### config.mk
export PLATFORM = sky130hd
export DESIGN_NAME = timer_table_one_shot_periodic_core
export DESIGN_NICKNAME = d
export VERILOG_FILES = /design/src/design/ttosp_pkg.sv /design/src/design/timer_table_one_shot_periodic_core.sv
export VERILOG_INCLUDE_DIRS = /design/src /design/src/design
export SDC_FILE = /design/constraint.sdc
export NUM_CORES = 2
export LEC_CHECK = 0
export ABC_AREA = 1
export BUFFER_PORTS_ARGS = -buffer_cell sky130_fd_sc_hd__buf_2
export CORE_MARGIN = 2
export CORE_UTILIZATION = 50
export DETAILED_ROUTE_END_ITERATION = 8
export HOLD_SLACK_MARGIN = 0.05
export PLACE_DENSITY = 0.68
export SLEW_MARGIN = 20
export SYNTH_ARGS = -nofsm -noshare
export SYNTH_HDL_FRONTEND = slang
export SYNTH_SLANG_ARGS = --single-unit
### constraint.sdc
create_clock -name aclk -period 6.3 [get_ports aclk]
set_input_delay 0.945 -clock aclk [delete_from_list [all_inputs] [get_ports aclk]]
set_output_delay 0.945 -clock aclk [all_outputs]
set_load 0.005 [all_outputs]
### src/design/timer_table_one_shot_periodic_core_defines.svh
// Assertion macros for the timer table core.
// Included by the RTL files that carry concurrent assertions; no other dependencies.
`ifndef TIMER_TABLE_ONE_SHOT_PERIODIC_CORE_DEFINES_SVH
`define TIMER_TABLE_ONE_SHOT_PERIODIC_CORE_DEFINES_SVH

// Same-cycle implication, checked outside reset.
`define TTOSP_ASSERT_NOW(label, clk, rstn, ante, cons, msg) \
    label: assert property (@(posedge clk) disable iff (!(rstn)) (ante) |-> (cons)) \
        else $error(msg);

// Next-cycle implication, checked outside reset.
`define TTOSP_ASSERT_NEXT(label, clk, rstn, ante, cons, msg) \
    label: assert property (@(posedge clk) disable iff (!(rstn)) (ante) |=> (cons)) \
        else $error(msg);

`endif

### src/design/ttosp_pkg.sv
// Types and constants for the timer table core.
// No dependencies; used by timer_table_one_shot_periodic_core.
`default_nettype none

package ttosp_pkg;

    localparam int TIMER_SLOTS = 16;
    localparam int SLOT_W      = (TIMER_SLOTS > 1) ? $clog2(TIMER_SLOTS) : 1;

    localparam logic [SLOT_W-1:0] LAST_SLOT = SLOT_W'(TIMER_SLOTS - 1);

    localparam int ID_W     = 31;
    localparam int NOW_W    = 47;
    localparam int DL_W     = 48;
    localparam int DELAY_W  = 32;
    localparam int MINPER_W = 16;
    localparam int CFG_W    = 31;
    localparam int CFG_IDX_W = 1;

    localparam logic [CFG_IDX_W-1:0] CFG_MIN_PERIOD = 1'b0;
    localparam logic [CFG_IDX_W-1:0] CFG_FIRST_ID   = 1'b1;

    localparam logic [MINPER_W-1:0] MIN_PERIOD_RST = MINPER_W'(10);
    localparam logic [ID_W-1:0]     FIRST_ID_RST   = ID_W'(1);

    typedef enum logic [1:0] {
        OP_ADD_ONESHOT  = 2'd0,
        OP_ADD_PERIODIC = 2'd1,
        OP_CANCEL       = 2'd2,
        OP_TICK         = 2'd3
    } op_t;

    typedef enum logic [2:0] {
        K_ADDED     = 3'd0,
        K_FULL      = 3'd1,
        K_CANCELLED = 3'd2,
        K_NOT_FOUND = 3'd3,
        K_FIRED     = 3'd4,
        K_NONE      = 3'd5
    } kind_t;

    typedef enum logic [1:0] {
        ST_IDLE = 2'd0,
        ST_SCAN = 2'd1,
        ST_EMIT = 2'd2
    } state_t;

    typedef struct packed {
        op_t                       op;
        logic signed [DELAY_W-1:0] wait_ms;
        logic [ID_W-1:0]           target_id;
        logic [NOW_W-1:0]          now_ms;
    } in_item_t;

    typedef struct packed {
        kind_t           kind;
        logic [ID_W-1:0] result_id;
        logic            is_periodic;
        logic            last;
    } out_item_t;

endpackage

`default_nettype wire

### src/design/timer_table_one_shot_periodic_core.sv
// Timer table core: one-shot and periodic timers; needs ttosp_pkg and the defines header.
// Each request walks the slot table one slot per cycle through a single adder/compare unit;
// a tick holds on a due slot while a fired result waits and the output is stalled.
// Add and cancel stop at the first free or matching slot; a tick visits every slot.
// The result is loaded once the output is free; not ready while busy, one request at a time.
// Reset (aresetn low, synchronous): all slots free, min period 10, next identifier 1.
`default_nettype none

`include "timer_table_one_shot_periodic_core_defines.svh"

module timer_table_one_shot_periodic_core (
    input  wire logic                                 aclk,
    input  wire logic                                 aresetn,
    input  wire logic                                 s_valid,
    output logic                                      s_ready,
    input  wire ttosp_pkg::in_item_t                  s_data,
    output logic                                      m_valid,
    input  wire logic                                 m_ready,
    output ttosp_pkg::out_item_t                      m_data,
    input  wire logic                                 cfg_we,
    input  wire logic [ttosp_pkg::CFG_IDX_W-1:0]      cfg_index,
    input  wire logic [ttosp_pkg::CFG_W-1:0]          cfg_wdata
);

    ttosp_pkg::state_t                  state_reg, state_next;
    logic [ttosp_pkg::SLOT_W-1:0]       idx_reg, idx_next;
    ttosp_pkg::op_t                     op_reg;
    logic [ttosp_pkg::ID_W-1:0]         delay_reg;
    logic [ttosp_pkg::ID_W-1:0]         target_reg;
    logic [ttosp_pkg::NOW_W-1:0]        now_reg;
    logic [ttosp_pkg::MINPER_W-1:0]     min_period_reg;
    logic [ttosp_pkg::ID_W-1:0]         next_ident_reg;

    ttosp_pkg::out_item_t               res_reg, res_next;
    logic                               res_vld_reg, res_vld_next;
    logic                               m_valid_reg;
    ttosp_pkg::out_item_t               m_data_reg, out_next;
    logic                               out_load, out_free;

    logic [ttosp_pkg::TIMER_SLOTS-1:0]  used_reg;
    logic                               slot_periodic_reg [ttosp_pkg::TIMER_SLOTS];
    logic [ttosp_pkg::ID_W-1:0]         slot_ident_reg    [ttosp_pkg::TIMER_SLOTS];
    logic [ttosp_pkg::DL_W-1:0]         slot_deadline_reg [ttosp_pkg::TIMER_SLOTS];
    logic [ttosp_pkg::ID_W-1:0]         slot_period_reg   [ttosp_pkg::TIMER_SLOTS];

    logic                               accept;
    logic                               single_out;
    logic                               wr_alloc, wr_free, wr_resched, id_inc;
    logic                               is_add, is_last_slot, hit_free, hit_id, due;
    logic [ttosp_pkg::DL_W-1:0]         now_ext, sum;
    logic signed [ttosp_pkg::DELAY_W:0] d_ext, min_ext, d_clamp;
    logic [ttosp_pkg::ID_W-1:0]         delay_in;

    assign s_ready  = (state_reg == ttosp_pkg::ST_IDLE);
    assign accept   = s_valid && s_ready;
    assign m_valid  = m_valid_reg;
    assign m_data   = m_data_reg;
    assign out_free = !m_valid_reg || m_ready;
    assign single_out = m_valid && (m_data.kind != ttosp_pkg::K_FIRED);

    // delay clamp on entry: one-shot to >= 0, periodic to >= min period (signed)
    always_comb begin
        d_ext   = {s_data.wait_ms[ttosp_pkg::DELAY_W-1], s_data.wait_ms};
        min_ext = {{(ttosp_pkg::DELAY_W + 1 - ttosp_pkg::MINPER_W){1'b0}}, min_period_reg};
        if (s_data.op == ttosp_pkg::OP_ADD_PERIODIC) begin
            d_clamp = (d_ext < min_ext) ? min_ext : d_ext;
        end else begin
            d_clamp = d_ext[ttosp_pkg::DELAY_W] ? '0 : d_ext;
        end
        delay_in = d_clamp[ttosp_pkg::ID_W-1:0];
    end

    // shared slot unit: one adder and the compares against the current slot
    assign is_add       = (op_reg == ttosp_pkg::OP_ADD_ONESHOT) ||
                          (op_reg == ttosp_pkg::OP_ADD_PERIODIC);
    assign is_last_slot = (idx_reg == ttosp_pkg::LAST_SLOT);
    assign now_ext      = {1'b0, now_reg};
    assign sum          = now_ext + {{(ttosp_pkg::DL_W - ttosp_pkg::ID_W){1'b0}},
                                     (is_add ? delay_reg : slot_period_reg[idx_reg])};
    assign hit_free     = !used_reg[idx_reg];
    assign hit_id       = used_reg[idx_reg] && (slot_ident_reg[idx_reg] == target_reg);
    assign due          = used_reg[idx_reg] && !(now_ext < slot_deadline_reg[idx_reg]);

    always_ff @(posedge aclk) begin
        if (!aresetn) begin
            state_reg   <= ttosp_pkg::ST_IDLE;
            idx_reg     <= '0;
            res_vld_reg <= 1'b0;
            m_valid_reg <= 1'b0;
        end else begin
            state_reg   <= state_next;
            idx_reg     <= idx_next;
            res_vld_reg <= res_vld_next;
            if (out_load) begin
                m_valid_reg <= 1'b1;
            end else if (m_ready) begin
                m_valid_reg <= 1'b0;
            end
        end
    end

    always_ff @(posedge aclk) begin
        res_reg <= res_next;
        if (out_load) begin
            m_data_reg <= out_next;
        end
        if (accept) begin
            op_reg     <= s_data.op;
            delay_reg  <= delay_in;
            target_reg <= s_data.target_id;
            now_reg    <= s_data.now_ms;
        end
    end

    always_ff @(posedge aclk) begin
        if (!aresetn) begin
            min_period_reg <= ttosp_pkg::MIN_PERIOD_RST;
            next_ident_reg <= ttosp_pkg::FIRST_ID_RST;
        end else begin
            if (cfg_we && (cfg_index == ttosp_pkg::CFG_MIN_PERIOD)) begin
                min_period_reg <= cfg_wdata[ttosp_pkg::MINPER_W-1:0];
            end
            if (cfg_we && (cfg_index == ttosp_pkg::CFG_FIRST_ID)) begin
                next_ident_reg <= cfg_wdata[ttosp_pkg::ID_W-1:0];
            end else if (id_inc) begin
                next_ident_reg <= next_ident_reg + ttosp_pkg::ID_W'(1);
            end
        end
    end

    always_ff @(posedge aclk) begin
        if (!aresetn) begin
            used_reg <= '0;
        end else if (wr_alloc) begin
            used_reg[idx_reg] <= 1'b1;
        end else if (wr_free) begin
            used_reg[idx_reg] <= 1'b0;
        end
    end

    always_ff @(posedge aclk) begin
        if (wr_alloc) begin
            slot_periodic_reg[idx_reg] <= (op_reg == ttosp_pkg::OP_ADD_PERIODIC);
            slot_ident_reg[idx_reg]    <= next_ident_reg;
            slot_deadline_reg[idx_reg] <= sum;
            slot_period_reg[idx_reg]   <= (op_reg == ttosp_pkg::OP_ADD_PERIODIC) ?
                                          delay_reg : '0;
        end else if (wr_resched) begin
            slot_deadline_reg[idx_reg] <= sum;
        end
    end

    always_comb begin
        state_next   = state_reg;
        idx_next     = idx_reg;
        res_next     = res_reg;
        res_vld_next = res_vld_reg;
        out_load     = 1'b0;
        out_next     = res_reg;
        wr_alloc     = 1'b0;
        wr_free      = 1'b0;
        wr_resched   = 1'b0;
        id_inc       = 1'b0;
        unique case (state_reg)
            ttosp_pkg::ST_IDLE: begin
                idx_next = '0;
                if (accept) begin
                    res_vld_next = 1'b0;
                    state_next   = ttosp_pkg::ST_SCAN;
                end
            end
            ttosp_pkg::ST_SCAN: begin
                case (op_reg) inside
                    ttosp_pkg::OP_ADD_ONESHOT, ttosp_pkg::OP_ADD_PERIODIC: begin
                        if (hit_free) begin
                            wr_alloc     = 1'b1;
                            id_inc       = 1'b1;
                            res_next     = '{kind: ttosp_pkg::K_ADDED,
                                             result_id: next_ident_reg,
                                             is_periodic: 1'b0, last: 1'b1};
                            res_vld_next = 1'b1;
                            state_next   = ttosp_pkg::ST_EMIT;
                        end else if (is_last_slot) begin
                            res_next     = '{kind: ttosp_pkg::K_FULL, result_id: '0,
                                             is_periodic: 1'b0, last: 1'b1};
                            res_vld_next = 1'b1;
                            state_next   = ttosp_pkg::ST_EMIT;
                        end else begin
                            idx_next = idx_reg + ttosp_pkg::SLOT_W'(1);
                        end
                    end
                    ttosp_pkg::OP_CANCEL: begin
                        if (hit_id || is_last_slot) begin
                            wr_free      = hit_id;
                            res_next     = '{kind: (hit_id ? ttosp_pkg::K_CANCELLED
                                                           : ttosp_pkg::K_NOT_FOUND),
                                             result_id: target_reg,
                                             is_periodic: 1'b0, last: 1'b1};
                            res_vld_next = 1'b1;
                            state_next   = ttosp_pkg::ST_EMIT;
                        end else begin
                            idx_next = idx_reg + ttosp_pkg::SLOT_W'(1);
                        end
                    end
                    default: begin
                        // tick: hold back one fired result so the final one gets last
                        if (!(due && res_vld_reg && !out_free)) begin
                            if (due) begin
                                out_load     = res_vld_reg;
                                res_next     = '{kind: ttosp_pkg::K_FIRED,
                                                 result_id: slot_ident_reg[idx_reg],
                                                 is_periodic: slot_periodic_reg[idx_reg],
                                                 last: 1'b0};
                                res_vld_next = 1'b1;
                                wr_resched   = slot_periodic_reg[idx_reg];
                                wr_free      = !slot_periodic_reg[idx_reg];
                            end
                            if (is_last_slot) begin
                                state_next = ttosp_pkg::ST_EMIT;
                            end else begin
                                idx_next = idx_reg + ttosp_pkg::SLOT_W'(1);
                            end
                        end
                    end
                endcase
            end
            ttosp_pkg::ST_EMIT: begin
                if (out_free) begin
                    out_load = 1'b1;
                    if (res_vld_reg) begin
                        out_next      = res_reg;
                        out_next.last = 1'b1;
                    end else begin
                        out_next = '{kind: ttosp_pkg::K_NONE, result_id: '0,
                                     is_periodic: 1'b0, last: 1'b1};
                    end
                    idx_next   = '0;
                    state_next = ttosp_pkg::ST_IDLE;
                end
            end
            default: begin
                state_next = ttosp_pkg::ST_IDLE;
            end
        endcase
    end

    `TTOSP_ASSERT_NEXT(a_busy_after_accept, aclk, aresetn, accept, !s_ready, "ready after accept")
    `TTOSP_ASSERT_NOW(a_single_is_last, aclk, aresetn, single_out, m_data.last, "no last flag")
    `TTOSP_ASSERT_NOW(a_idle_idx_zero, aclk, aresetn, s_ready, idx_reg == '0, "index not cleared")

endmodule

`default_nettype wire

==> flow_metrics.tcl <==
set metrics [dict create \
    fp.dieH_microns 414 \
    fin_worst_skew_ns 0.0520 \
    reg2reg_depth 21 \
    drive_above_1_share 0.109 \
    drcViolationCount 0 \
    start_util 0.503 \
    synth_top_area_frac 0.700 \
    final_common_cell "edfxtp_1" \
    required_ns 6.83 \
    ant_nets 0 \
    fmax_ghz 0.174 \
    fin_crit_sh 0.913 \
    worst_slew_pin_slew_ns 1.15 \
    setup_viol 0 \
    synth-edff-count 1959 \
    placedCellCount 8909 \
    cts_root_buffer "clkbuf_16" \
    ys_types 53 \
    largest_reg_flops 768 \
    crit_chain "buf_4, o21ai_0, o22ai_1, nor2_1, nor2_1, o21ai_0, a22oi_1, ha_1, a21oi_1, o21ai_1, a21oi_1, o21bai_1, a21oi_1, inv_1, a21oi_1, inv_1, nand3_1, nand3_1, a21oi_1, o21ai_0, xor2_2" \
    min_period_ns 5.75 \
    muxShareOfSynthArea 0 \
    syn_area_per_cell_sq_um 12.5 \
    crit_path_start_kind "flip-flop" \
    cts-hold-fix-buffers 0 \
    ys_ff_latch 2034 \
    die_area_sq_um 171000 \
    io_pins 187 \
    min_path_type "in2reg" \
    num_rows 150 \
    yosys_most_used_dff "edfxtp_1" \
    cts.sinks 2034 \
    layout.cells.non_filler 9286 \
    cts.clk_slew.worst_paths_ns 0.06 \
    maxCapViolCount 0 \
    utilization 0.571 \
    crit_fanout 26 \
    critPathCaptureType "flip-flop" \
    critical_path_class "reg2reg" \
    synth.top_cells.by_area "edfxtp_1 (70%), o21ai_0 (5.6%), nor2_1 (5.4%), o221ai_1 (2.6%), nand2_1 (2.1%)" \
    synth-xor-area-share 0.00750 \
    grt_max_degree 207 \
    cts_setup_buffers 0 \
    wirelength_microns 238000 \
    yosys.area.top_type "edfxtp_1" \
    finalNetCount 7161 \
    fin_setup_tns_ns 0 \
    antenna_found_initial 2 \
    synthSimpleGateAreaFrac 0.0940 \
    area_growth_pct 13.5 \
    r2r-end "slot_deadline_reg[2][32]" \
    track_usage 0.273 \
    crit_path_frequent_cell "a21oi_1" \
    peakVddDrop_mv 0.285 \
    grt_pass1_wl_microns 351000 \
    clockBufferDepth 3 \
    synth-warning-count 0 \
    relSlewSlack 0.232 \
    place_congestion 0.922 \
    place.port_buffers 186 \
    dp_hpwl_microns 135000 \
    post_drt_wl_per_cell_microns 25.7 \
    ys_seq_area_frac 0.717 \
    rsz0062_at_grt "no" \
    clkLatencyLatePin_ns 0.87 \
    syn_nets 7001 \
    setup_ws_ns 0.550 \
    status "finished, final reports clean" \
    vias 56700 \
    fp.dieW_microns 414 \
    core_region_area_sq_um 167000 \
    grt_pass1_vias 54300 \
    synth_top_family_by_area "compound AO/OA/AOI/OAI gates" \
    power_density_nw_per_um2 350 \
    synthCells 6750 \
    via_per_inst 6.11 \
    gr-total-overflow 0 \
    post_cts_resized 0 \
    synthAdderAreaFrac 0.0153 \
    dp_slack_ns 0.554 \
    layout_common_cells "edfxtp_1 (1959), nor2_1 (1166), o21ai_0 (943)" \
    power.static_leakage_nw 32.5 \
    synth_compound_area_frac 0.128 \
    tritoncts "built" \
    finalHoldViolCount 0 \
    async_flop_share 0 \
    cp-endpoint "slot_deadline_reg[2][32]" \
    final_max_slew_viol_count 0 \
    final_cell_area_sq_um 95400 \
    numCtsBuffers 203 \
    dpl_cell_area_sq_um 88400 \
    max_stage_delay_ns 0.61 \
    cts_max_level 4 \
    arrival_ns 6.28 \
    drtIter0Drc 7755 \
    crit_slowest_cell "xor2_2" \
    syn_area_sq_um 84100 \
    r2r_slack_ns 0.55 \
    firstDrtPassIters 6 \
]
-- synth_stat cells, types with 75 or more instances --
library cell / instances
edfxtp_1: 1959
a21oi_1: 174
nor2_1: 1201
nand2_1: 468
ha_1: 101
inv_1: 344
dfxtp_1: 75
clkbuf_1: 306
o21ai_0: 943
nand3_1: 207
o22ai_1: 108
o211ai_1: 194
o221ai_1: 247
-- critical path: cells and delay by family, from the launching register on --
kind                     cells  cell delay (ns)
adder cells (fa/ha/maj)      1             0.39
XOR/XNOR                     1             0.61
AO/OA/AOI/OAI               12             2.89
AND/OR/NAND/NOR              4             0.37
buffers and inverters        3             0.56
flip-flops                   1             0.60
-- layer usage --
layer  vias up  global-route usage  wire (microns)
met5         -                   0              13
met4         2               0.145           13500
met3       557              0.0444           21400
met2      2943               0.433          112000
met1     28000               0.363           92000
li1      25200                   -               -
-- worst min-delay path by stage --
stage,startpoint,slack (ns),endpoint,depth (start not counted)
after floorplan,flip-flop,0.44,flip-flop,2
after detailed placement,flip-flop,0.45,flip-flop,2
final,s_data[50],0.25,target_reg[3],1
after global routing,s_data[77],0.23,target_reg[30],1
after global placement,flip-flop,0.45,flip-flop,2
after CTS,s_data[50],0.22,target_reg[3],1
-- area by class of cell --
cell class	instances	area, sq um
antenna	1	2.50
fill	13200	71600
clock inverter	128	1520
timing repair buffer	376	3030
inverter	354	1370
sequential	2034	60300
tap	2204	2760
multi-input combinational	3941	21100
clock buffer	248	5340
-- through the flow --
stage	power [W]	hold slack [ns]
final	0.0334	0.254
after global routing	0.0345	0.232
after CTS	0.0334	0.219
after detailed placement	0.0212	0.455
after floorplan	0.0193	0.436
after global placement	0.0210	0.446
-- cells by family after synthesis --
group,count (synthesis)
AOI/OAI and AO/OA,1801
xor gates and xnor gates,72
adders and majority gates,102
buffers and inverters,775
DFF,2034
and+or+nand+nor,1966
-- power breakdown --
group / switching [W] / internal, W
combinational: 0.00346 / 0.00129
sequential: 0.000285 / 0.0160
clock: 0.00528 / 0.00713
total: 0.00902 / 0.0244
Note: power is estimated with default switching activity, not from simulation.
